<file path="config.mk">
export PLATFORM = sky130hd
export DESIGN_NAME = mprq_row
export DESIGN_NICKNAME = d
export VERILOG_FILES = /design/src/sv/mprq_pkg.sv /design/src/sv/mprq_cell.sv /design/src/sv/mprq_row.sv
export SDC_FILE = /design/constraint.sdc
export NUM_CORES = 1
export LEC_CHECK = 0
export BUFFER_PORTS_ARGS = -buffer_cell sky130_fd_sc_hd__buf_2
export CAP_MARGIN = 40
export CORE_UTILIZATION = 50
export CTS_CLUSTER_DIAMETER = 120
export DETAILED_ROUTE_END_ITERATION = 16
export HOLD_SLACK_MARGIN = 0.1
export PLACE_DENSITY_LB_ADDON = 0.08
export SYNTH_ARGS = -nofsm -noshare
export SYNTH_HDL_FRONTEND = slang
export SYNTH_SLANG_ARGS = --single-unit
</file>
<file path="constraint.sdc">
create_clock -name i_clk -period 2.9 [get_ports i_clk]
set_input_delay 0.435 -clock i_clk [delete_from_list [all_inputs] [get_ports i_clk]]
set_output_delay 0.435 -clock i_clk [all_outputs]
set_load 0.05 [all_outputs]
</file>
<file path="src/sv/mprq_pkg.sv">
// Shared types and codes for the multilevel priority run queue.
// No dependencies; imported by the cell, row and top-level modules.
package mprq_pkg;

    // Command codes carried in the mode field
    localparam logic [1:0] MODE_ENQ  = 2'd0;
    localparam logic [1:0] MODE_DEQ  = 2'd1;
    localparam logic [1:0] MODE_REM  = 2'd2;
    localparam logic [1:0] MODE_NONE = 2'd3;

    // Result status codes
    typedef enum logic [2:0] {
        ST_OK       = 3'd0,
        ST_DUP      = 3'd1,
        ST_BADPRIO  = 3'd2,
        ST_FULL     = 3'd3,
        ST_EMPTY    = 3'd4,
        ST_NOTFOUND = 3'd5
    } t_status;

    localparam int ID_W   = 16;
    localparam int PRIO_W = 4;

    // Command transfer
    typedef struct packed {
        logic [1:0]        mode;
        logic [ID_W-1:0]   task_id;
        logic [PRIO_W-1:0] priority_req;
    } t_req;

    // Result transfer
    typedef struct packed {
        logic [ID_W-1:0]   granted_id;
        logic [PRIO_W-1:0] granted_level;
        logic [2:0]        status;
    } t_rsp;

    // Per-level control broadcast to every cell of one row
    typedef struct packed {
        logic load;       // latch match flag against the key
        logic force_all;  // with load: mark every cell (head removal)
        logic walk;       // spread the flag one cell toward the tail
        logic shift;      // flagged cells take their tail neighbor
        logic append;     // first empty cell takes the key
    } t_cell_ctl;

endpackage

</file>
<file path="src/sv/mprq_cell.sv">
// One queue slot: a task id, its valid bit and a removal flag.
// Depends on mprq_pkg; used by mprq_row.
module mprq_cell (
    input  logic                 i_clk,
    input  logic                 i_rst_n,
    input  mprq_pkg::t_cell_ctl  i_ctl,
    input  logic [15:0]          i_key,
    input  logic                 i_prev_flag,
    input  logic                 i_prev_valid,
    input  logic [15:0]          i_next_id,
    input  logic                 i_next_valid,
    output logic [15:0]          o_id,
    output logic                 o_valid,
    output logic                 o_flag
);
    import mprq_pkg::*;

    logic [15:0] r_id;
    logic        r_valid;
    logic        r_flag;
    logic        w_take_next;
    logic        w_take_key;

    assign w_take_next = i_ctl.shift && r_flag;
    assign w_take_key  = i_ctl.append && !r_valid && i_prev_valid;

    // Occupancy: move up on removal, fill on append
    always_ff @(posedge i_clk) begin
        if (!i_rst_n) begin
            r_valid <= 1'b0;
        end else if (w_take_next) begin
            r_valid <= i_next_valid;
        end else if (w_take_key) begin
            r_valid <= 1'b1;
        end
    end

    // Payload and flag
    always_ff @(posedge i_clk) begin
        if (w_take_next) begin
            r_id <= i_next_id;
        end else if (w_take_key) begin
            r_id <= i_key;
        end
        if (i_ctl.load) begin
            r_flag <= i_ctl.force_all || (r_valid && (r_id == i_key));
        end else if (i_ctl.walk) begin
            r_flag <= r_flag || i_prev_flag;
        end
    end

    assign o_id    = r_id;
    assign o_valid = r_valid;
    assign o_flag  = r_flag;

endmodule

</file>
<file path="src/sv/mprq_row.sv">
// One priority level: a chain of mprq_cell slots, head at cell 0.
// Depends on mprq_pkg and mprq_cell; used by the top level.
module mprq_row #(
    parameter int QUEUE_DEPTH = 16
) (
    input  logic                 i_clk,
    input  logic                 i_rst_n,
    input  mprq_pkg::t_cell_ctl  i_ctl,
    input  logic [15:0]          i_key,
    output logic [15:0]          o_head,
    output logic                 o_nonempty,
    output logic                 o_full,
    output logic                 o_hit
);
    import mprq_pkg::*;

    logic [15:0]            w_id [QUEUE_DEPTH];
    logic [QUEUE_DEPTH-1:0] w_valid;
    logic [QUEUE_DEPTH-1:0] w_flag;

    // Chain the cells: flags and fill walk tailward, data moves headward
    for (genvar i = 0; i < QUEUE_DEPTH; i++) begin : g_cell
        logic        w_prev_flag;
        logic        w_prev_valid;
        logic [15:0] w_next_id;
        logic        w_next_valid;

        if (i == 0) begin : g_head
            assign w_prev_flag  = 1'b0;
            assign w_prev_valid = 1'b1;
        end else begin : g_body
            assign w_prev_flag  = w_flag[i-1];
            assign w_prev_valid = w_valid[i-1];
        end

        if (i == QUEUE_DEPTH - 1) begin : g_tail
            assign w_next_id    = '0;
            assign w_next_valid = 1'b0;
        end else begin : g_inner
            assign w_next_id    = w_id[i+1];
            assign w_next_valid = w_valid[i+1];
        end

        mprq_cell u_cell (
            .i_clk        (i_clk),
            .i_rst_n      (i_rst_n),
            .i_ctl        (i_ctl),
            .i_key        (i_key),
            .i_prev_flag  (w_prev_flag),
            .i_prev_valid (w_prev_valid),
            .i_next_id    (w_next_id),
            .i_next_valid (w_next_valid),
            .o_id         (w_id[i]),
            .o_valid      (w_valid[i]),
            .o_flag       (w_flag[i])
        );
    end

    assign o_head     = w_id[0];
    assign o_nonempty = w_valid[0];
    assign o_full     = w_valid[QUEUE_DEPTH-1];
    // After the walk the tail flag is the OR of all matches
    assign o_hit      = w_flag[QUEUE_DEPTH-1];

    // Occupied slots always form a contiguous run from the head
    a_prefix: assert property (@(posedge i_clk) disable iff (!i_rst_n)
        (w_valid[QUEUE_DEPTH-1:1] & ~w_valid[QUEUE_DEPTH-2:0]) == '0)
        else $error("row occupancy has a gap");

    // Append and shift never act together
    a_excl: assert property (@(posedge i_clk) disable iff (!i_rst_n)
        !(i_ctl.append && i_ctl.shift))
        else $error("row append and shift together");

endmodule

</file>
---- Word level (Yosys, flattened, before mapping) ----
Index checks and enable logic that the tools add are counted.
storage, ports and cells
  bits in registers ....................... 288
  output and inout bits ................... 19
  word-level logic and storage cells ...... 282
cells by class
  eq/ne operators ......................... 16
  multiplexer cells ....................... 90
  bitwise gates (word level) .............. 1
  reductions and logical operators ........ 127
operators by type and width
  kind                 number
  $mux W16             30
  $eq A16 B16 Y1       16
  $logic_and A1 B1 Y1  63
  $mux W1              60
  $reduce_bool A2 Y1   16
  $logic_or A1 B1 Y1   31
  $logic_not A1 Y1     16
  $reduce_or A2 Y1     1
  $not A1 Y1           1

---- Longest topological paths before layout ----
Gate-level depths: netlist of the first run.
  depth in word-level cells ............... 5
  depth in mapped cells ................... 7
  gate-level depth less buffers ........... 4

---- By module ----
Synthesis of the first run repeated with hierarchy kept, for this count alone.
second synthesis, totals
  cells, all modules ...................... 1058
  area total of the unflattened synthesis .. 15162.0 um^2
modules (own cells, without submodules)
  module     times used  cells an instance  area an instance (um^2)  sequential area each (um^2)
  mprq_cell  16          66                 947.2                    530.5
  mprq_row   1           2                  7.5                      0.0

---- Least setup slack after synthesis of the first run ----
Ideal clock, no wire load.
  path kind ............................... in2reg
  start point ............................. in i_ctl[0] in the netlist's numbering
  end point ............................... reg g_cell[13].u_cell.r_valid
  setup time .............................. 63 ps
  arrival ................................. 2458 ps
  slack ................................... 379 ps
  stages on the path ...................... 5
  path buffers ............................ 2
  cells stage by stage .................... buf_2 > buf_2 > nand2_1 > o21ai_0 > o221a_2
on the way
  word-level cells in the longest chain between the ends .. 3
ends and longest elaborated chain
  what                               RTL line         source
  start: declaration                 mprq_row.sv:8    input mprq_pkg::t_cell_ctl i_ctl,
  $logic_and A1 B1 Y1 (2 in series)  mprq_cell.sv:25  assign w_take_key = i_ctl.append && !r_valid && i_prev_valid;
  $reduce_bool A2 Y1 (no line)       -
  end signal: assignment             mprq_cell.sv:32  r_valid <= i_next_valid;
  end: declaration                   mprq_cell.sv:19  logic r_valid;
No other way between the ends.
A chain may end at the register's enable or synchronous reset.

---- Worst setup path after layout of the first run ----
  start point ............................. in i_key[9]
  end point ............................... reg g_cell[11].u_cell.r_flag (data pin)
on the way
  word-level cells in the longest chain between the ends .. 4
ends and longest elaborated chain
  what                    RTL line         source
  start: declaration      mprq_row.sv:9    input logic [15:0] i_key,
  $eq A16 B16 Y1          mprq_cell.sv:46  r_flag <= i_ctl.force_all || (r_valid && (r_id == i_key));
  $logic_and A1 B1 Y1     mprq_cell.sv:46
  $logic_or A1 B1 Y1      mprq_cell.sv:46
  $mux W1                 mprq_cell.sv:45  if (i_ctl.load) begin
  end signal: assignment  mprq_cell.sv:46
  end signal: assignment  mprq_cell.sv:48  r_flag <= r_flag || i_prev_flag;
  end: declaration        mprq_cell.sv:20  logic r_flag;
No other way between the ends.

==> results of run 1 <==
-- flip-flops by register name, summed over array words and instances, names as in the netlist --
signal                 cells
g_cell.u_cell.o_valid     16
g_cell.u_cell.o_id       256
g_cell.u_cell.o_flag      16
-- per-stage QoR --
| step | hold WS [ps] | utilization |
|---|---|---|
| finish | 227 | 0.562 |
| global route | 225 | 0.562 |
| floorplan | 459 | - |
| detailed placement | 478 | 0.525 |
| global placement | 469 | 0.525 |
| CTS | 216 | 0.562 |
-- cell families after synthesis --
logic type	Yosys count	share of synthesized area
AND/OR/NAND/NOR	181	0.0678
multiplexers	240	0.174
buffers and inverters	92	0.0416
flip-flops	288	0.536
XOR/XNOR	256	0.144
AO/OA/AOI/OAI	62	0.0364
-- synth_stat cells --
cell / count / area [um2]
buf_12: 4 / 80.1
a21oi_1: 17 / 85.1
nand3_1: 17 / 85.1
nand4_1: 17 / 106
buf_2: 35 / 175
o221a_2: 14 / 158
and2_1: 1 / 6.26
nand2_1: 68 / 255
or2_2: 2 / 12.5
xnor2_1: 41 / 359
buf_4: 3 / 22.5
nor4_1: 28 / 175
mux2_2: 240 / 2700
o31ai_1: 1 / 7.51
a41o_1: 1 / 10.0
or3_1: 14 / 87.6
nor3b_1: 1 / 7.51
nand3b_1: 3 / 22.5
nand2_2: 8 / 50.1
clkbuf_1: 25 / 93.8
buf_6: 24 / 270
edfxtp_1: 256 / 7690
nor2_1: 1 / 3.75
nand2b_1: 1 / 6.26
a21boi_0: 1 / 7.51
xor2_1: 215 / 1880
nor3_1: 2 / 10.0
dfxtp_1: 32 / 641
inv_1: 1 / 3.75
o41ai_2: 14 / 228
o21ai_0: 14 / 70.1
nor4_2: 18 / 225
-- critical path, stage by stage --
cell	delay, ps
buf_2	530
buf_4	250
xor2_1	70
nor4_1	340
nand3_1	140
o41ai_2	290
-- path summary, 6_finish.rpt --
kind / from / to
worst min register to register: g_cell[15].u_cell.o_id[15] / g_cell[15].u_cell.o_id[15]
worst min-delay path: i_ctl[3] / g_cell[0].u_cell.o_flag
worst max register to register: g_cell[13].u_cell.o_id[4] / g_cell[13].u_cell.o_flag
worst max-delay path: i_key[9] / g_cell[11].u_cell.o_flag
-- power by group through the flow --
stage / clock network, mW / registers, mW / logic [mW]
floorplan: 0 / 5.39 / 1.15
global placement: 0 / 5.42 / 1.59
detailed placement: 0 / 5.42 / 1.60
CTS: 4.30 / 5.33 / 1.61
global route: 4.45 / 5.37 / 1.74
finish: 4.23 / 5.33 / 1.60
-- metal layers --
| metal | routed length (um) | GRT usage | vias up |
|---|---|---|---|
| met4 | 507 | 0.0480 | 0 |
| met1 | 17300 | 0.345 | 4567 |
| li1 | - | - | 4186 |
| met5 | 0 | 0 | - |
| met2 | 17400 | 0.382 | 196 |
| met3 | 1440 | 0.0258 | 41 |
-- area by class of cell --
type	count	area [um2]
clock buffers	51	1010
clock inverters	10	98.8
fillers	2492	13400
inverters	1	3.75
multi-input cells	739	6560
flip-flops and latches	288	8330
well taps	396	495
repair buffers	95	681
==> results.md, run 1 <==
* DIE WIDTH at 178 um
* Peak VDD IR at 392 uV
* Root Buffer: clkbuf_16
* Latest clock arrival within the worst-skew pair at 510 ps
* Die area at 31800 um2
* Max Cap Viol at 0
* Place WS at 631 ps
* Synth Register Bits at 288
* Internal power at 8.30 mW
* Worst-case clock skew at 15.8 ps
* Die height at 178 um
* Final hold viol count at 0
* Grt ovf at 0
* Register area share after synthesis at 0.536
* Synthesized area per cell at 13.9 um2
* Fin cells at 1580
* Vias/cell at 5.69
* Status: finished, final reports clean
* Net Sw Power at 2.86 mW
* Clock slew seen by the registers of the worst setup and hold paths at 60 ps
* Dpl hpwl at 24.6 mm
* H-tree lvl count at 2
* Initial core utilization at 0.508
* Relative max-transition margin at 0.439
* Switching Fraction at 0.256
* Setup TNS at 0 ps
* Longest Clk Path Bufs at 3
* Worst EP arrival at 2080 ps
* Nets at 1182
* CTS tree: done
* DRT Wirelength at 36.7 mm
* Vias in the first global route at 9082
* Initial antenna violation count at 0
* Via Count at 8990
* Hold path cells at 2
* Most frequent cells in the layout: 256 x edfxtp_1, 240 x mux2_2, 215 x xor2_1, 68 x nand2_1, 49 x buf_4
* Unique masters post-synth at 32
* Layout area overhead at 10.6%
* Final setup violation count at 0
* GRT Total Usage at 0.237
* Leakage dissipation at 6.13 nW
* Post-CTS Hold Buffers at 0
* First-pass GRT wire length at 56.0 mm
* CTS sink cnt at 288
* Worst-Margin Slew at 841 ps
* Logic pwr share at 0.144
* WL per Instance at 23.2 um
* Post-route cell area at 17200 um2
* Core ar. at 30600 um2
* Clk pwr share at 0.379
* Initial DRC count at 727
* Placed Instances at 1519
* Worst Path Required at 3220 ps
* Power Density at 650 nW/um2
* CP Capture Type: flop
* Post-DRT Antenna Nets at 0
* Setup crit start kind: input pin
* Final slew viol count at 0
* Fmax at 567 MHz
* Largest net degree at the start of global routing at 33
* Rows at 64
* Commonest non-fill, non-tap cell in the layout: edfxtp_1
* Yosys Warn Count at 0
* Period utilisation layout at 0.608
* GPL Wtd Cong at 0.806
* Maximum fanout along the worst path at 22
* Post-layout minimum cycle time at 1760 ps
* Power consumption at 11.2 mW
* Post-Syn Area at 15500 um2
* DR DRC count at 0
* Drt first pass iters at 5
* RSZ-0062 raised after global routing: no
* Placed Area at 16100 um2
* PnR worst setup slack at 1140 ps
* Setup bufs post-CTS at 0
* Reg-to-reg slack, setup at 1250 ps
* Flop pwr share at 0.478
* Post-CTS Resized at 0
* Layout cell share with drive strength beyond 1 at 0.369
* Kind of critical path: in2reg
* Worst min path class: in2reg
* Port bufs at 41
* R2R depth at 4
* Syn Nets at 1142
* Ant. Diodes at 0
* I/O pin count at 42
* Post-Syn Instances at 1119
* TritonCTS Buffers at 34
Power figures use the tool's default switching activity.
==> run 2, diff against run 1 <==
clock period = 1.5 ns   (was 2.9 ns; I/O delays follow)
==> run 2 against run 1 <==
The run now ends with setup timing left. Combinational power up 140%. Power up 97%. Register-to-register slack worse by 1300 ps. Highest routed layer unchanged. Critical endpoint is now g_cell[5].u_cell.o_flag. Via count up 3.6%. Sequential power up 93%.
==> results.md, run 2 (synthesis results as in run 1) <==
* Worst min path class: in2reg
* Most frequent cells in the layout: 256 x edfxtp_1, 240 x mux2_2, 213 x xor2_1, 120 x buf_4, 68 x nand2_1
* Nets at 1306 (+10%)
* PnR worst setup slack at -48.7 ps (-1190 ps)
* Failing checks: setup timing
* Port bufs at 41 (unchanged)
* TritonCTS Buffers at 35 (+2.9%)
* Max Cap Viol at 0 (unchanged)
* Grt ovf at 0 (unchanged)
* Worst EP arrival at 1870 ps (-210 ps)
* Power Density at 1160 nW/um2 (+79%)
* Period utilisation layout at 1.03
* Status: finished, violations left
* Max reg flops at 256 (unchanged)
* Longest Clk Path Bufs at 3 (unchanged)
* Fmax at 646 MHz
* Fin cells at 1704 (+7.8%)
* Die height at 178 um (unchanged)
* Post-layout minimum cycle time at 1550 ps
* Initial DRC count at 628 (-14%)
* Footprint of the multi-input gates at 6740 um2 (+2.6%)
* Worst Path Required at 1820 ps (-1400 ps)
* CTS tree: done
* Leakage dissipation at 6.95 nW (+13%)
* Initial core utilization at 0.508 (unchanged)
* Drt first pass iters at 5 (unchanged)
* Worst path bufs/invs at 1 (-1)
* Latest clock arrival within the worst-skew pair at 510 ps (about the same)
* Util after Layout at 0.616 (+0.0547)
* Critical-path top delay cell: edfxtp_1
* Setup crit start kind: flop
* Min Hold Slack at 137 ps (-90.0 ps)
* Largest net degree at the start of global routing at 25 (-24%)
* Storage element area at 8330 um2 (about the same)
* Relative max-transition margin at 0.617 (+0.178)
* Net Sw Power at 5.70 mW (+99%)
* H-tree lvl count at 2 (unchanged)
* CTS sink cnt at 288 (unchanged)
* First-pass GRT wire length at 57.1 mm (+1.8%)
* GPL Wtd Cong at 0.793 (-1.6%)
* Core ar. at 30600 um2 (unchanged)
* Dpl hpwl at 26.8 mm (+9.1%)
* Layout area overhead at 21.3%
* Switching Fraction at 0.260 (+0.00350)
* Final slew viol count at 0 (unchanged)
* Post-DRT Antenna Nets at 0 (unchanged)
* Internal power at 16.3 mW (+96%)
* Worst-case clock skew at 15.6 ps (-0.232 ps)
* Crit path cell chain: xor2_1 > nor4_1 > buf_4 > nand3_2 > o41ai_2
* Rows at 64 (unchanged)
* Vias/cell at 5.46 (-4.0%)
* Flop pwr share at 0.468 (-0.010)
* Maximum fanout along the worst path at 2 (-91%)
* CP peak stage delay at 420 ps (-110 ps)
* I/O pin count at 42 (unchanged)
* Die area at 31800 um2 (unchanged)
* RSZ-0062 raised after global routing: yes
* DR DRC count at 0 (unchanged)
* DIE WIDTH at 178 um (unchanged)
* Initial antenna violation count at 2 (+2)
* Filler instances at 2399 (-3.7%)
* Commonest non-fill, non-tap cell in the layout: edfxtp_1
* Vias in the first global route at 9480 (+4.4%)
* Worst-Margin Slew at 574 ps (-267 ps)
* Via Count at 9310 (+3.6%)
* Root Buffer: clkbuf_16
* Clock slew seen by the registers of the worst setup and hold paths at 60 ps (about the same)
* WL per Instance at 21.9 um (-5.7%)
* Layout cell share with drive strength beyond 1 at 0.446 (+0.0766)
* GRT Total Usage at 0.240 (+0.00345)
* Ant. Diodes at 0 (unchanged)
* Largest delay share family, worst path: flip-flops
* Placed Instances at 1626 (+7.0%)
* Peak VDD IR at 817 uV (+110%)
* DRT Wirelength at 37.3 mm (+1.7%)
* Final setup violation count at 2 (+2)
* Kind of critical path: reg2reg
* Logic pwr share at 0.174 (+0.030)
* CP Capture Type: flop
* Clk pwr share at 0.358 (-0.021)
* Final hold viol count at 0 (unchanged)
-- run 2: changes by cell type in the layout (fill, tap and decap cells not counted), moves of 4 or more --
cell      previous run  this run
buf_12               4        56
o21ai_4              0         4
nor4_2              18        30
o21ai_2              0         6
clkinv_1             4        11
o21ai_1             12         2
nor4_1              28        16
buf_4               49       120
-- run 2: path summary, 6_finish.rpt --
kind              cells after the start                      start  slack, ps                         end
setup / recovery                      5   g_cell[5].u_cell.o_id[3]        -50     g_cell[5].u_cell.o_flag
hold / removal                        4                  i_key[13]        140  g_cell[15].u_cell.o_id[13]
setup reg to reg                      5   g_cell[5].u_cell.o_id[3]        -50     g_cell[5].u_cell.o_flag
hold reg to reg                       2  g_cell[15].u_cell.o_id[1]        480   g_cell[15].u_cell.o_id[1]
-- run 2: routing by layer --
metal / part of all wire / GRT usage / up-vias
li1: - / - / 4448
met1: 0.47 / 0.338 / 4657
met2: 0.48 / 0.392 / 143
met3: 0.031 / 0.0271 / 62
met4: 0.023 / 0.0671 / 0
met5: 0 / 0 / -
-- run 2: worst min-delay path, stage by stage --
cell and delay [ps]:
buf_2 120, buf_12 150, nand2_1 60, a21oi_1 50
-- run 2: area by class of cell --
| cell class | count | share of cell area |
|---|---|---|
| Multi-Input combinational cell | 739 | 0.357 |
| Clock inverter | 14 | 0.00431 |
| Timing Repair Buffer | 218 | 0.119 |
| Sequential cell | 288 | 0.442 |
| Inverter | 1 | 0.000199 |
| Tap cell | 396 | 0.0263 |
| Clock buffer | 48 | 0.0513 |
-- run 2: per-stage QoR --
stage	setup TNS [ps]	total power, mW	setup slack (ps)	cell area, um2
CTS	-85.8	22.1	-79.5	18700
detailed placement	-2950	14.2	-266	17600
finish	-71.6	22.0	-48.7	18900
floorplan	-7920	12.7	-326	15600
global placement	-2640	14.1	-320	17600
global route	-439	22.7	-108	18900
-- run 2: power by group through the flow --
stage / clock, mW / sequential (mW) / combinational [mW]
after detailed placement: 0 / 10.5 / 3.70
after global placement: 0 / 10.5 / 3.69
after CTS: 8.02 / 10.3 / 3.78
after floorplan: 0 / 10.4 / 2.26
after global routing: 8.28 / 10.4 / 4.09
final: 7.86 / 10.3 / 3.81
-- run 2: what timing repair did --
action	4_1_cts	5_1_grt
endpoints found under the hold margin	1	0
setup buffers	8	7
pin swaps	24	19
resized for setup	9	9
hold buffers	1	0
endpoints found under the setup margin	12	14
==> run 3, diff against run 2 <==
PLACE_DENSITY = 0.69   (was not set)
PLACE_DENSITY_LB_ADDON = not set   (was 0.08)
==> run 3 against run 2 <==
The run still ends with setup timing left. Final cell count shrank 0.18%. Largest power group unchanged. Critical path depth is the same. Worst setup slack gained 0.66 ps. Critical path type unchanged. Clock power grew 1%. Global-route usage shrank 0.088 points. Core utilization shrank 0.23 points. Critical endpoint is now g_cell[13].u_cell.o_flag. Design area shrank 0.37%. First-iteration DRC count grew 21%. Via count grew 2.4%. Sequential share of layout area grew 0.16 points.
==> results.md, run 3 (synthesis results as in run 1) <==
* Status: finished, violations left
* Failing checks: setup timing
* Util after Layout at 0.614 (-0.00229)
* CP Capture Type: flop
* First-pass GRT wire length at 57.1 mm (about the same)
* Period utilisation layout at 1.03 (about the same)
* Longest Clk Path Bufs at 3 (unchanged)
* Crit path cell chain: xor2_1 > nor4_2 > buf_4 > nand3_1 > o41ai_2
* Most frequent cells in the layout: 256 x edfxtp_1, 240 x mux2_2, 214 x xor2_1, 120 x buf_4, 68 x nand2_1
* DIE WIDTH at 178 um (unchanged)
* Setup crit start kind: flop
* GPL Wtd Cong at 0.834 (+5.2%)
* Rows at 64 (unchanged)
* Initial DRC count at 763 (+21%)
* Post-layout minimum cycle time at 1550 ps (-0.656 ps)
* Dpl hpwl at 26.4 mm (-1.5%)
* PnR worst setup slack at -48.0 ps (+0.656 ps)
* Worst-case clock skew at 13.5 ps (-2.03 ps)
* DRT Wirelength at 37.0 mm (-0.73%)
* Kind of critical path: reg2reg
* Worst-Margin Slew at 579 ps (+4.41 ps)
* Relative max-transition margin at 0.614 (-0.00294)
* Commonest non-fill, non-tap cell in the layout: edfxtp_1
* Latest clock arrival within the worst-skew pair at 510 ps (about the same)
* Via Count at 9533 (+2.4%)
* Final hold viol count at 0 (unchanged)
* Place WS at -289 ps (-23.3 ps)
* Die area at 31800 um2 (unchanged)
* TritonCTS Buffers at 34 (-2.9%)
* Initial core utilization at 0.508 (unchanged)
* Max Cap Viol at 0 (unchanged)
* Largest delay share family, worst path: simple AND/OR/NAND/NOR gates
* Ant. Diodes at 0 (unchanged)
* Peak VDD IR at 859 uV (+5.1%)
* Maximum fanout along the worst path at 2 (unchanged)
* Setup TNS at -48.0 ps (+23.6 ps)
* GRT Total Usage at 0.239 (-0.000881)
* Initial antenna violation count at 0 (-2)
* I/O pin count at 42 (unchanged)
* Fmax at 646 MHz (about the same)
* Drt first pass iters at 7 (+2)
* Final slew viol count at 0 (unchanged)
* Nets at 1302 (-0.31%)
* CP peak stage delay at 400 ps (-20 ps)
* DR DRC count at 0 (unchanged)
* Die height at 178 um (unchanged)
* Final setup violation count at 1 (-1)
* Vias in the first global route at 9742 (+2.8%)
* Grt ovf at 0 (unchanged)
* Layout area overhead at 20.9%
* Worst min path class: in2reg
* Core ar. at 30600 um2 (unchanged)
* Max reg flops at 256 (unchanged)
* CTS sink cnt at 288 (unchanged)
* Worst EP arrival at 1870 ps (about the same)
* Clock slew seen by the registers of the worst setup and hold paths at 60 ps (about the same)
* Layout cell share with drive strength beyond 1 at 0.444 (-0.00204)
* Worst Path Required at 1820 ps (about the same)
* CTS tree: done
* Leakage dissipation at 6.93 nW (-0.30%)
* Root Buffer: clkbuf_16
* Worst path bufs/invs at 1 (unchanged)
* Post-DRT Antenna Nets at 0 (unchanged)
* Power Density at 1170 nW/um2 (+0.88%)
* Critical-path top delay cell: edfxtp_1
* H-tree lvl count at 2 (unchanged)
* Largest net degree at the start of global routing at 25 (unchanged)
* RSZ-0062 raised after global routing: yes
* Port bufs at 41 (unchanged)
* Vias/cell at 5.60 (+2.6%)
* WL per Instance at 21.7 um (-0.56%)
-- run 3: cell count changes in the layout (fill, tap and decap cells not counted), sizes merged --
| cell | previous run | this run |
|---|---|---|
| dlygate4sd3 | 1 | 3 |
| buf | 217 | 212 |
| clkinv | 13 | 11 |
| clkbuf | 48 | 50 |
-- run 3: metal layers --
metal  GRT usage  wire [um]  share of wire  vias up
met2       0.402      18300           0.49      230
li1            -          -              -     4441
met4      0.0639        747          0.020        0
met5           0          0              0        -
met1       0.326      16500           0.45     4801
met3      0.0309       1450          0.039       61
-- run 3: repair_timing --
action / CTS / global route
setup endpoints to repair: 9 / 14
hold buffers: 3 / 0
pin swaps: 16 / 32
gates resized for setup: 7 / 7
buffers inserted: 8 / 6
endpoints found under the hold margin: 3 / 0
-- run 3: stage by stage --
step / cell area, um2 / hold slack, ps / total power [mW] / instances
after floorplan: 15600 / 337 / 12.7 / 1119
after global placement: 17500 / 466 / 14.1 / 1622
after detailed placement: 17500 / 471 / 14.1 / 1622
after CTS: 18700 / 114 / 22.2 / 1695
after global routing: 18800 / 137 / 22.9 / 1701
final: 18800 / 128 / 22.1 / 1701
-- run 3: path summary, 6_finish.rpt --
kind	startpoint	end	slack (ps)	cells past startpoint
worst min register to register	g_cell[15].u_cell.o_id[5]	g_cell[15].u_cell.o_id[5]	480	2
worst max register to register	g_cell[13].u_cell.o_id[3]	g_cell[13].u_cell.o_flag	-50	5
worst min-delay path	i_key[6]	g_cell[7].u_cell.o_id[6]	130	2
worst max-delay path	g_cell[13].u_cell.o_id[3]	g_cell[13].u_cell.o_flag	-50	5
-- run 3: power by group --
part	internal, mW	switching, mW	total (mW)
Sequential	9.71	0.571	10.3
Combinational	1.85	1.95	3.81
Clock	4.81	3.17	7.97
Total	16.4	5.69	22.1
-- run 3: area by class of cell --
class / instances / area (um2)
repair buffers: 215 / 2160
clock inverters: 12 / 76.3
clock buffers: 50 / 1000
fillers: 2374 / 11800
well taps: 396 / 495
multi-input cells: 739 / 6710
flip-flops and latches: 288 / 8330
inverters: 1 / 3.75
